--- config.mk ---
export PLATFORM = sky130hd
export DESIGN_NAME = byte_stream_text_codec_unit
export DESIGN_NICKNAME = d
export VERILOG_FILES = /design/src/hdl/bstc_pkg.sv /design/src/hdl/bstc_front.sv /design/src/hdl/bstc_queue.sv /design/src/hdl/bstc_back.sv /design/src/hdl/byte_stream_text_codec_unit.sv
export SDC_FILE = /design/constraint.sdc
export NUM_CORES = 1
export LEC_CHECK = 0
export ABC_AREA = 1
export BUFFER_PORTS_ARGS = -buffer_cell sky130_fd_sc_hd__buf_4
export CAP_MARGIN = 0
export CORE_ASPECT_RATIO = 1.5
export CORE_MARGIN = 4
export CORE_UTILIZATION = 60
export DETAILED_ROUTE_END_ITERATION = 6
export GPL_TIMING_DRIVEN = 0
export PLACE_DENSITY = 0.83
export SYNTH_ARGS = -nofsm -noshare
export SYNTH_HDL_FRONTEND = slang
export SYNTH_HIERARCHICAL = 1
export SYNTH_SLANG_ARGS = --single-unit
--- constraint.sdc ---
create_clock -name clock -period 9.1 [get_ports clock]
set_clock_uncertainty 0.1 [all_clocks]
set_input_delay 0.455 -clock clock [delete_from_list [all_inputs] [get_ports clock]]
set_output_delay 0.455 -clock clock [all_outputs]
set_load 0.02 [all_outputs]
--- src/hdl/bstc_pkg.sv ---
`timescale 1ns / 1ps

package bstc_pkg;

   // Codec modes as held in the mode register.
   typedef enum logic [1:0] {
      MODE_PASS   = 2'd0,
      MODE_BASE64 = 2'd1,
      MODE_HEX    = 2'd2,
      MODE_XOR    = 2'd3
   } bstc_mode_type;

   // Configuration register indexes.
   localparam logic [1:0] CSR_MODE      = 2'd0;
   localparam logic [1:0] CSR_DIRECTION = 2'd1;
   localparam logic [1:0] CSR_XOR_KEY   = 2'd2;

   localparam logic       DIR_ENCODE = 1'b0;
   localparam logic       DIR_DECODE = 1'b1;

   localparam logic [31:0] XOR_KEY_RESET = 32'hDEADBEEF;
   localparam logic [7:0]  PAD_CHAR      = 8'h3D;

   // Default depth of the job queue between front and back.
   localparam int QUEUE_DEPTH_DEFAULT = 2;

   // One classified request: up to four results, first in data[0].
   // A status job carries one result with no data and the error flag.
   typedef struct packed {
      logic [3:0][7:0] data;
      logic [2:0]      count;
      logic            last;
      logic            status;
   } bstc_job_type;

   // Base64 alphabet lookup for one sextet.
   function automatic logic [7:0] b64_char(input logic [5:0] v);
      logic [7:0] c;
      if (v < 6'd26) begin
         c = 8'h41 + {2'b00, v};
      end else if (v < 6'd52) begin
         c = 8'h61 + {2'b00, v} - 8'd26;
      end else if (v < 6'd62) begin
         c = 8'h30 + {2'b00, v} - 8'd52;
      end else if (v == 6'd62) begin
         c = 8'h2B;
      end else begin
         c = 8'h2F;
      end
      return c;
   endfunction

   // Base64 character to sextet; anything outside the alphabet gives zero.
   function automatic logic [5:0] sextet_of(input logic [7:0] c);
      logic [7:0] v;
      if (c >= 8'h41 && c <= 8'h5A) begin
         v = c - 8'h41;
      end else if (c >= 8'h61 && c <= 8'h7A) begin
         v = c - 8'h61 + 8'd26;
      end else if (c >= 8'h30 && c <= 8'h39) begin
         v = c - 8'h30 + 8'd52;
      end else if (c == 8'h2B) begin
         v = 8'd62;
      end else if (c == 8'h2F) begin
         v = 8'd63;
      end else begin
         v = 8'd0;
      end
      return v[5:0];
   endfunction

   // Hex digit of either case to nibble; anything else gives zero.
   function automatic logic [3:0] nibble_of(input logic [7:0] c);
      logic [7:0] v;
      if (c >= 8'h30 && c <= 8'h39) begin
         v = c - 8'h30;
      end else if (c >= 8'h41 && c <= 8'h46) begin
         v = c - 8'h41 + 8'd10;
      end else if (c >= 8'h61 && c <= 8'h66) begin
         v = c - 8'h61 + 8'd10;
      end else begin
         v = 8'd0;
      end
      return v[3:0];
   endfunction

   // Nibble to upper-case hex digit.
   function automatic logic [7:0] hex_char(input logic [3:0] n);
      logic [7:0] c;
      if (n < 4'd10) begin
         c = 8'h30 + {4'h0, n};
      end else begin
         c = 8'h41 + {4'h0, n} - 8'd10;
      end
      return c;
   endfunction

endpackage

--- src/hdl/bstc_front.sv ---
`timescale 1ns / 1ps

module bstc_front (
   input  logic                 clock,
   input  logic                 reset,
   input  logic                 req_valid,
   input  logic [7:0]           req_in_byte,
   input  logic                 req_in_last,
   input  logic                 csr_write,
   input  logic [1:0]           csr_index,
   input  logic [31:0]          csr_data,
   input  logic                 queue_full,
   output logic                 push,
   output bstc_pkg::bstc_job_type job
);
   import bstc_pkg::*;

   bstc_mode_type mode_ff, mode_in;
   logic          dir_ff, dir_in;
   logic [31:0]   key_ff, key_in;
   logic [23:0]   buf_ff, buf_in;
   logic [1:0]    fill_ff, fill_in;
   logic          pad_ff, pad_in;
   logic [1:0]    kpos_ff, kpos_in;

   logic          accept;

   assign accept = req_valid && !queue_full;

   // Classify the request, update the group state and build its job.
   always_comb begin
      logic [23:0] grp;
      logic [2:0]  n;
      logic [5:0]  sx;
      logic        keep2;
      logic        keep3;
      logic [7:0]  b0;
      logic [7:0]  b1;
      logic [7:0]  b2;

      mode_in = mode_ff;
      dir_in  = dir_ff;
      key_in  = key_ff;
      buf_in  = buf_ff;
      fill_in = fill_ff;
      pad_in  = pad_ff;
      kpos_in = kpos_ff;
      push    = 1'b0;
      job     = '0;
      grp     = '0;
      n       = '0;
      sx      = sextet_of(req_in_byte);
      keep2   = 1'b0;
      keep3   = 1'b0;
      b0      = '0;
      b1      = '0;
      b2      = '0;

      if (accept) begin
         job.last = req_in_last;
         case (mode_ff)
            MODE_BASE64: begin
               if (dir_ff == DIR_ENCODE) begin
                  // Gather up to three bytes, then emit four characters.
                  case (fill_ff)
                     2'd0:    grp = {req_in_byte, 16'h0000};
                     2'd1:    grp = {buf_ff[23:16], req_in_byte, 8'h00};
                     default: grp = {buf_ff[23:8], req_in_byte};
                  endcase
                  n = {1'b0, fill_ff} + 3'd1;
                  if (n < 3'd3 && !req_in_last) begin
                     buf_in  = grp;
                     fill_in = n[1:0];
                  end else begin
                     push        = 1'b1;
                     job.count   = 3'd4;
                     job.data[0] = b64_char(grp[23:18]);
                     job.data[1] = b64_char(grp[17:12]);
                     job.data[2] = (n >= 3'd2) ? b64_char(grp[11:6]) : PAD_CHAR;
                     job.data[3] = (n >= 3'd3) ? b64_char(grp[5:0]) : PAD_CHAR;
                     buf_in      = '0;
                     fill_in     = '0;
                  end
               end else begin
                  // Gather four sextets, then emit the bytes that the pads keep.
                  if (fill_ff != 2'd3) begin
                     case (fill_ff)
                        2'd0:    buf_in = buf_ff | {sx, 18'h0};
                        2'd1:    buf_in = buf_ff | {6'h0, sx, 12'h0};
                        default: buf_in = buf_ff | {12'h0, sx, 6'h0};
                     endcase
                     if (fill_ff == 2'd2 && req_in_byte == PAD_CHAR) begin
                        pad_in = 1'b1;
                     end
                     fill_in = fill_ff + 2'd1;
                     if (req_in_last) begin
                        push       = 1'b1;
                        job.count  = 3'd1;
                        job.status = 1'b1;
                     end
                  end else begin
                     grp   = buf_ff | {18'h0, sx};
                     b0    = grp[23:16];
                     b1    = grp[15:8];
                     b2    = grp[7:0];
                     keep2 = !pad_ff;
                     keep3 = (req_in_byte != PAD_CHAR);
                     push  = 1'b1;
                     job.data[0] = b0;
                     if (keep2 && keep3) begin
                        job.data[1] = b1;
                        job.data[2] = b2;
                        job.count   = 3'd3;
                     end else if (keep2) begin
                        job.data[1] = b1;
                        job.count   = 3'd2;
                     end else if (keep3) begin
                        job.data[1] = b2;
                        job.count   = 3'd2;
                     end else begin
                        job.count   = 3'd1;
                     end
                     buf_in  = '0;
                     fill_in = '0;
                     pad_in  = 1'b0;
                  end
               end
            end
            MODE_HEX: begin
               if (dir_ff == DIR_ENCODE) begin
                  push        = 1'b1;
                  job.count   = 3'd2;
                  job.data[0] = hex_char(req_in_byte[7:4]);
                  job.data[1] = hex_char(req_in_byte[3:0]);
               end else if (!fill_ff[0]) begin
                  // High nibble waits for its partner.
                  buf_in  = {20'h0, nibble_of(req_in_byte)};
                  fill_in = 2'd1;
                  if (req_in_last) begin
                     push       = 1'b1;
                     job.count  = 3'd1;
                     job.status = 1'b1;
                  end
               end else begin
                  push        = 1'b1;
                  job.count   = 3'd1;
                  job.data[0] = {buf_ff[3:0], nibble_of(req_in_byte)};
                  buf_in      = '0;
                  fill_in     = '0;
               end
            end
            MODE_XOR: begin
               push        = 1'b1;
               job.count   = 3'd1;
               job.data[0] = req_in_byte ^ key_ff[{kpos_ff, 3'b000} +: 8];
               kpos_in     = kpos_ff + 2'd1;
            end
            default: begin
               push        = 1'b1;
               job.count   = 3'd1;
               job.data[0] = req_in_byte;
            end
         endcase

         // The end of a stream clears all stream state.
         if (req_in_last) begin
            buf_in  = '0;
            fill_in = '0;
            pad_in  = 1'b0;
            kpos_in = '0;
         end
      end

      // Register writes; mode and direction restart the stream.
      if (csr_write) begin
         case (csr_index)
            CSR_MODE: begin
               mode_in = bstc_mode_type'(csr_data[1:0]);
               buf_in  = '0;
               fill_in = '0;
               pad_in  = 1'b0;
               kpos_in = '0;
            end
            CSR_DIRECTION: begin
               dir_in  = csr_data[0];
               buf_in  = '0;
               fill_in = '0;
               pad_in  = 1'b0;
               kpos_in = '0;
            end
            CSR_XOR_KEY: begin
               key_in = csr_data;
            end
            default: begin
            end
         endcase
      end
   end

   always_ff @(posedge clock) begin
      if (reset) begin
         mode_ff <= MODE_PASS;
         dir_ff  <= DIR_ENCODE;
         key_ff  <= XOR_KEY_RESET;
         buf_ff  <= '0;
         fill_ff <= '0;
         pad_ff  <= 1'b0;
         kpos_ff <= '0;
      end else begin
         mode_ff <= mode_in;
         dir_ff  <= dir_in;
         key_ff  <= key_in;
         buf_ff  <= buf_in;
         fill_ff <= fill_in;
         pad_ff  <= pad_in;
         kpos_ff <= kpos_in;
      end
   end

endmodule

--- src/hdl/bstc_queue.sv ---
`timescale 1ns / 1ps

module bstc_queue #(
   parameter int DEPTH = bstc_pkg::QUEUE_DEPTH_DEFAULT
) (
   input  logic                   clock,
   input  logic                   reset,
   input  logic                   push,
   input  bstc_pkg::bstc_job_type push_job,
   output logic                   full,
   input  logic                   pop,
   output logic                   head_valid,
   output bstc_pkg::bstc_job_type head_job
);
   import bstc_pkg::*;

   localparam int PTR_W = (DEPTH > 1) ? $clog2(DEPTH) : 1;
   localparam int CNT_W = $clog2(DEPTH + 1);

   bstc_job_type       slot_ff [DEPTH];
   logic [PTR_W-1:0]   wr_ptr_ff, wr_ptr_in;
   logic [PTR_W-1:0]   rd_ptr_ff, rd_ptr_in;
   logic [CNT_W-1:0]   count_ff, count_in;
   logic               do_push;
   logic               do_pop;

   assign full       = (count_ff == CNT_W'(DEPTH));
   assign head_valid = (count_ff != '0);
   assign head_job   = slot_ff[rd_ptr_ff];
   assign do_push    = push && !full;
   assign do_pop     = pop && head_valid;

   // Pointer and occupancy update.
   always_comb begin
      wr_ptr_in = wr_ptr_ff;
      rd_ptr_in = rd_ptr_ff;
      count_in  = count_ff;
      if (do_push) begin
         wr_ptr_in = (wr_ptr_ff == PTR_W'(DEPTH - 1)) ? '0 : wr_ptr_ff + PTR_W'(1);
      end
      if (do_pop) begin
         rd_ptr_in = (rd_ptr_ff == PTR_W'(DEPTH - 1)) ? '0 : rd_ptr_ff + PTR_W'(1);
      end
      if (do_push && !do_pop) begin
         count_in = count_ff + CNT_W'(1);
      end else if (do_pop && !do_push) begin
         count_in = count_ff - CNT_W'(1);
      end
   end

   always_ff @(posedge clock) begin
      if (reset) begin
         wr_ptr_ff <= '0;
         rd_ptr_ff <= '0;
         count_ff  <= '0;
      end else begin
         wr_ptr_ff <= wr_ptr_in;
         rd_ptr_ff <= rd_ptr_in;
         count_ff  <= count_in;
      end
   end

   // Job storage.
   always_ff @(posedge clock) begin
      if (do_push) begin
         slot_ff[wr_ptr_ff] <= push_job;
      end
   end

endmodule

--- src/hdl/bstc_back.sv ---
`timescale 1ns / 1ps

module bstc_back (
   input  logic                   clock,
   input  logic                   reset,
   input  logic                   head_valid,
   input  bstc_pkg::bstc_job_type head_job,
   output logic                   pop,
   output logic                   rsp_valid,
   input  logic                   rsp_stall,
   output logic [7:0]             rsp_out_byte,
   output logic                   rsp_out_valid,
   output logic                   rsp_out_last,
   output logic                   rsp_codec_error
);
   import bstc_pkg::*;

   bstc_job_type job_ff, job_in;
   logic         busy_ff, busy_in;
   logic [1:0]   pos_ff, pos_in;
   logic         final_one;
   logic         taken;

   assign final_one = ({1'b0, pos_ff} == job_ff.count - 3'd1);
   assign taken     = busy_ff && !rsp_stall;
   assign pop       = head_valid && (!busy_ff || (taken && final_one));

   // Results leave one a cycle from the held job while the response port is not stalled.
   assign rsp_valid       = busy_ff;
   assign rsp_out_byte    = job_ff.data[pos_ff];
   assign rsp_out_valid   = !job_ff.status;
   assign rsp_out_last    = final_one && job_ff.last;
   assign rsp_codec_error = job_ff.status;

   // Step through the job; load the next one when idle or as the current one ends.
   always_comb begin
      job_in  = job_ff;
      busy_in = busy_ff;
      pos_in  = pos_ff;
      if (taken) begin
         if (final_one) begin
            busy_in = 1'b0;
            pos_in  = '0;
         end else begin
            pos_in = pos_ff + 2'd1;
         end
      end
      if (pop) begin
         job_in  = head_job;
         busy_in = 1'b1;
         pos_in  = '0;
      end
   end

   always_ff @(posedge clock) begin
      if (reset) begin
         busy_ff <= 1'b0;
         pos_ff  <= '0;
      end else begin
         busy_ff <= busy_in;
         pos_ff  <= pos_in;
      end
   end

   always_ff @(posedge clock) begin
      job_ff <= job_in;
   end

endmodule

--- src/hdl/byte_stream_text_codec_unit.sv ---
`timescale 1ns / 1ps

// Streaming byte codec for passthrough, base64, hex and four-byte-key XOR, in
// either direction, selected by the mode and direction registers. A request
// carries one byte and a last flag. The front stage classifies each request in
// the cycle it arrives and, when the request completes a group, places a job
// of one to four results in a short queue; the back stage sends those results
// one per cycle on the response channel while it is not stalled. Requests are
// taken every cycle while the queue has room, so the sustained rate is set by
// the response port: passthrough and XOR give one response per request, hex
// encode two, hex decode one per two characters, base64 encode four per three
// bytes and base64 decode up to three per four characters. A stream that ends
// inside an incomplete base64 decode or hex decode group returns one status
// response with the error flag and no data. Write the registers only while
// the block is idle; a write to mode or direction restarts the stream.
module byte_stream_text_codec_unit #(
   parameter int QUEUE_DEPTH = bstc_pkg::QUEUE_DEPTH_DEFAULT
) (
   input  logic        clock,
   input  logic        reset,
   input  logic        req_valid,
   output logic        req_stall,
   input  logic [7:0]  req_in_byte,
   input  logic        req_in_last,
   output logic        rsp_valid,
   input  logic        rsp_stall,
   output logic [7:0]  rsp_out_byte,
   output logic        rsp_out_valid,
   output logic        rsp_out_last,
   output logic        rsp_codec_error,
   input  logic        csr_write,
   input  logic [1:0]  csr_index,
   input  logic [31:0] csr_data
);
   import bstc_pkg::*;

   bstc_job_type front_job;
   bstc_job_type head_job;
   logic         push;
   logic         full;
   logic         pop;
   logic         head_valid;

   assign req_stall = full;

   // Front: request intake, group state and job building.
   bstc_front u_front (
      .clock       (clock),
      .reset       (reset),
      .req_valid   (req_valid),
      .req_in_byte (req_in_byte),
      .req_in_last (req_in_last),
      .csr_write   (csr_write),
      .csr_index   (csr_index),
      .csr_data    (csr_data),
      .queue_full  (full),
      .push        (push),
      .job         (front_job)
   );

   // Job queue between the two stages.
   bstc_queue #(
      .DEPTH (QUEUE_DEPTH)
   ) u_queue (
      .clock      (clock),
      .reset      (reset),
      .push       (push),
      .push_job   (front_job),
      .full       (full),
      .pop        (pop),
      .head_valid (head_valid),
      .head_job   (head_job)
   );

   // Back: one response per cycle while the response port does not stall.
   bstc_back u_back (
      .clock           (clock),
      .reset           (reset),
      .head_valid      (head_valid),
      .head_job        (head_job),
      .pop             (pop),
      .rsp_valid       (rsp_valid),
      .rsp_stall       (rsp_stall),
      .rsp_out_byte    (rsp_out_byte),
      .rsp_out_valid   (rsp_out_valid),
      .rsp_out_last    (rsp_out_last),
      .rsp_codec_error (rsp_codec_error)
   );

endmodule

==> results.tsv <==
metric	value	unit
cts_resized	0	
gp_congestion	1.06	
wl_per_cell	20.2	um
tns	0	ps
drt-total-wl	37.9	mm
cts_buffers	17	
layout.nets	1705	
cts_buffer_depth	2	
antenna_found_initial	0	
cts.htree.levels	4	
die-area	22100	um^2
setup_viol	0	
p_leak	5.75	nW
synth.avg_cell_area	7.76	um^2
synth_edf_count	111	
max_freq	0.261	GHz
drc_errors	0	
overflow	0	
power.switching	0.862	mW
grt_pass1_vias	10900	
synth-seq-cells	183	
cp-start-kind	flip-flop	
cts_num_sinks	183	
drt_first_iter_violations	1096	
die_w	123	um
core	19300	um^2
worstPathArrival	4110	ps
p_total	2.72	mW
dp_hpwl	28.9	mm
holdBufCountCts	0	
ant_nets	0	
ys_seq_area_share	40.3	%
cp.required	9380	ps
end_kind	flip-flop	
cts_tree	done	
drtPass1Iterations	6	
root_buffer	clkbuf_16	
synth-main-ff-cell	edfxtp_1	
final_layout_size_suffix_gt1_share	13.4	%
grt_max_degree	41	
p_int	1.86	mW
maxCapViolations	0	
p_clk_share	29.1	%
clk-insertion-delay-late	440	ps
power_density	205	nW/um^2
die_y	180	um
critical_path_class	flip-flop to flip-flop	
post-cts-setup-buffers	0	
ys_types	55	
p_sw_share	31.7	%
power_frac_comb	27.5	%
seq_power_share	43.4	%
netlist_area	11900	um^2
final_util	68.9	%
rsz0062_at_grt	false	
grt_pass1_wl	58.7	mm
relSlewSlack	42.9	%
final_min_period_over_clock_period	42.0	%
synth_nets	1624	
yosysWarnings	6	
worst-slew-pin-transition	851	ps
ys_async_sr_fraction	0	%
syn_inst	1527	
io_buffer_count	60	
hold_viol_final	0	
initial_utilization	61.3	%
ir_worst_vdd	130	uV
status	complete, no violations	
hp-class	input port to flip-flop	
dr_total_vias	11200	
vias_per_cell	5.95	
io_pins	61	
crit_fanout	10	
fin_crit	3830	ps
grt.total_usage	34.7	%
num_rows	62	
area_growth	12.3	%
path_clk_slew	70	ps
slew_violations	0	
diodes	0	
-- cell families after synthesis --
logic type,synth area share (%)
compound gates,14.9
xor+xnor,1.77
fa+ha+maj,5.17
buf+inv,8.09
flops,40.3
mux,4.47
simple gates,25.3
-- stage by stage --
stage	hold WS (ps)	std cells	instance area, um^2	setup WS, ps
6_report	116	1877	13300	5270
3_5_place_dp	343	1845	12700	5330
3_3_place_gp	337	1843	12600	3480
4_1_cts	106	1877	13300	5300
2_1_floorplan	325	1527	11900	5240
5_1_grt	118	1877	13300	5040
-- placed cells by master (no fill, tap or decap), drive strengths merged, types with 15 or more instances in the layout --
cell and count:
buf 87, dfxtp 72, nand2 433, o21ai 120, clkbuf 47, mux2 37
nor2 126, edfxtp 111, nand3 113, xor2 17, o22ai 16, nand4 15
ha 49, a21oi 121, inv 171
-- layout make-up --
class / instances / area [um^2]
repair buffers: 62 / 490
multi-input cells: 1120 / 6130
inverters: 171 / 642
flip-flops and latches: 183 / 4770
clock buffers: 19 / 433
fillers: 1589 / 6010
well taps: 256 / 320
clock inverters: 13 / 195
plain buffers: 53 / 317
-- power groups by stage --
stage,sequential [mW],clock (mW),combinational (mW)
finish,1.18,0.792,0.747
global route,1.19,0.835,0.803
CTS,1.18,0.800,0.741
detailed placement,1.19,0,0.736
global placement,1.19,0,0.702
floorplan,1.16,0,0.502
-- registers in the layout, indices dropped and copies added (netlist names), 2 cells and up, named ones only --
name              count
u_queue/count_ff      2
u_front/mode_ff       2
u_front/key_ff       32
u_front/buf_ff       24
u_queue/slot_ff      74
u_front/fill_ff       2
u_back/job_ff        36
u_front/kpos_ff       2
u_back/pos_ff         2
-- cells in the mapped netlist, types with 13 or more instances --
master    instances  area, um^2
dfxtp_1          72        1440
nand2_2          16         100
o22ai_1          16         100
nor2_1          111         417
nand4_1          14        87.6
nand2_1         417        1570
clkbuf_1         28         105
inv_1           155         582
mux2_4           30         450
nand3_1         111         556
inv_2            13        48.8
o21ai_0         102         510
xor2_1           17         149
ha_1             49         613
edfxtp_1        111        3330
o211ai_1         14         105
a21oi_1         121         606
-- critical path, cell delays in order, from the launching register on --
cell,delay [ps]
dfxtp_1,380
inv_1,90
ha_1,470
inv_1,200
nor2_1,280
clkinv_1,360
clkbuf_1,360
o21ai_0,240
o21ai_0,270
o21ai_2,240
inv_1,120
ha_1,330
inv_1,80
nand3_1,70
nand2_1,60
inv_1,40
nor2_1,80
-- routing by layer --
metal	up-vias	global-route usage [%]	wire length (um)
met1	5128	37.3	13100
met2	583	60.0	19000
met4	0	25.2	3190
met5	-	0	0
met3	177	6.00	2580
li1	5279	-	-
-- worst paths after layout --
path	from	endpoint	slack, ps	depth (start not counted)
worst max-delay path	u_front/mode_ff[0]	u_queue/count_ff[1]	5270	16
worst min-delay path	csr_data[27]	u_front/key_ff[27]	120	3
worst max register to register	u_front/mode_ff[0]	u_queue/count_ff[1]	5270	16
worst min register to register	u_front/key_ff[24]	u_front/key_ff[24]	360	2
(Power assumes the default switching activity.)
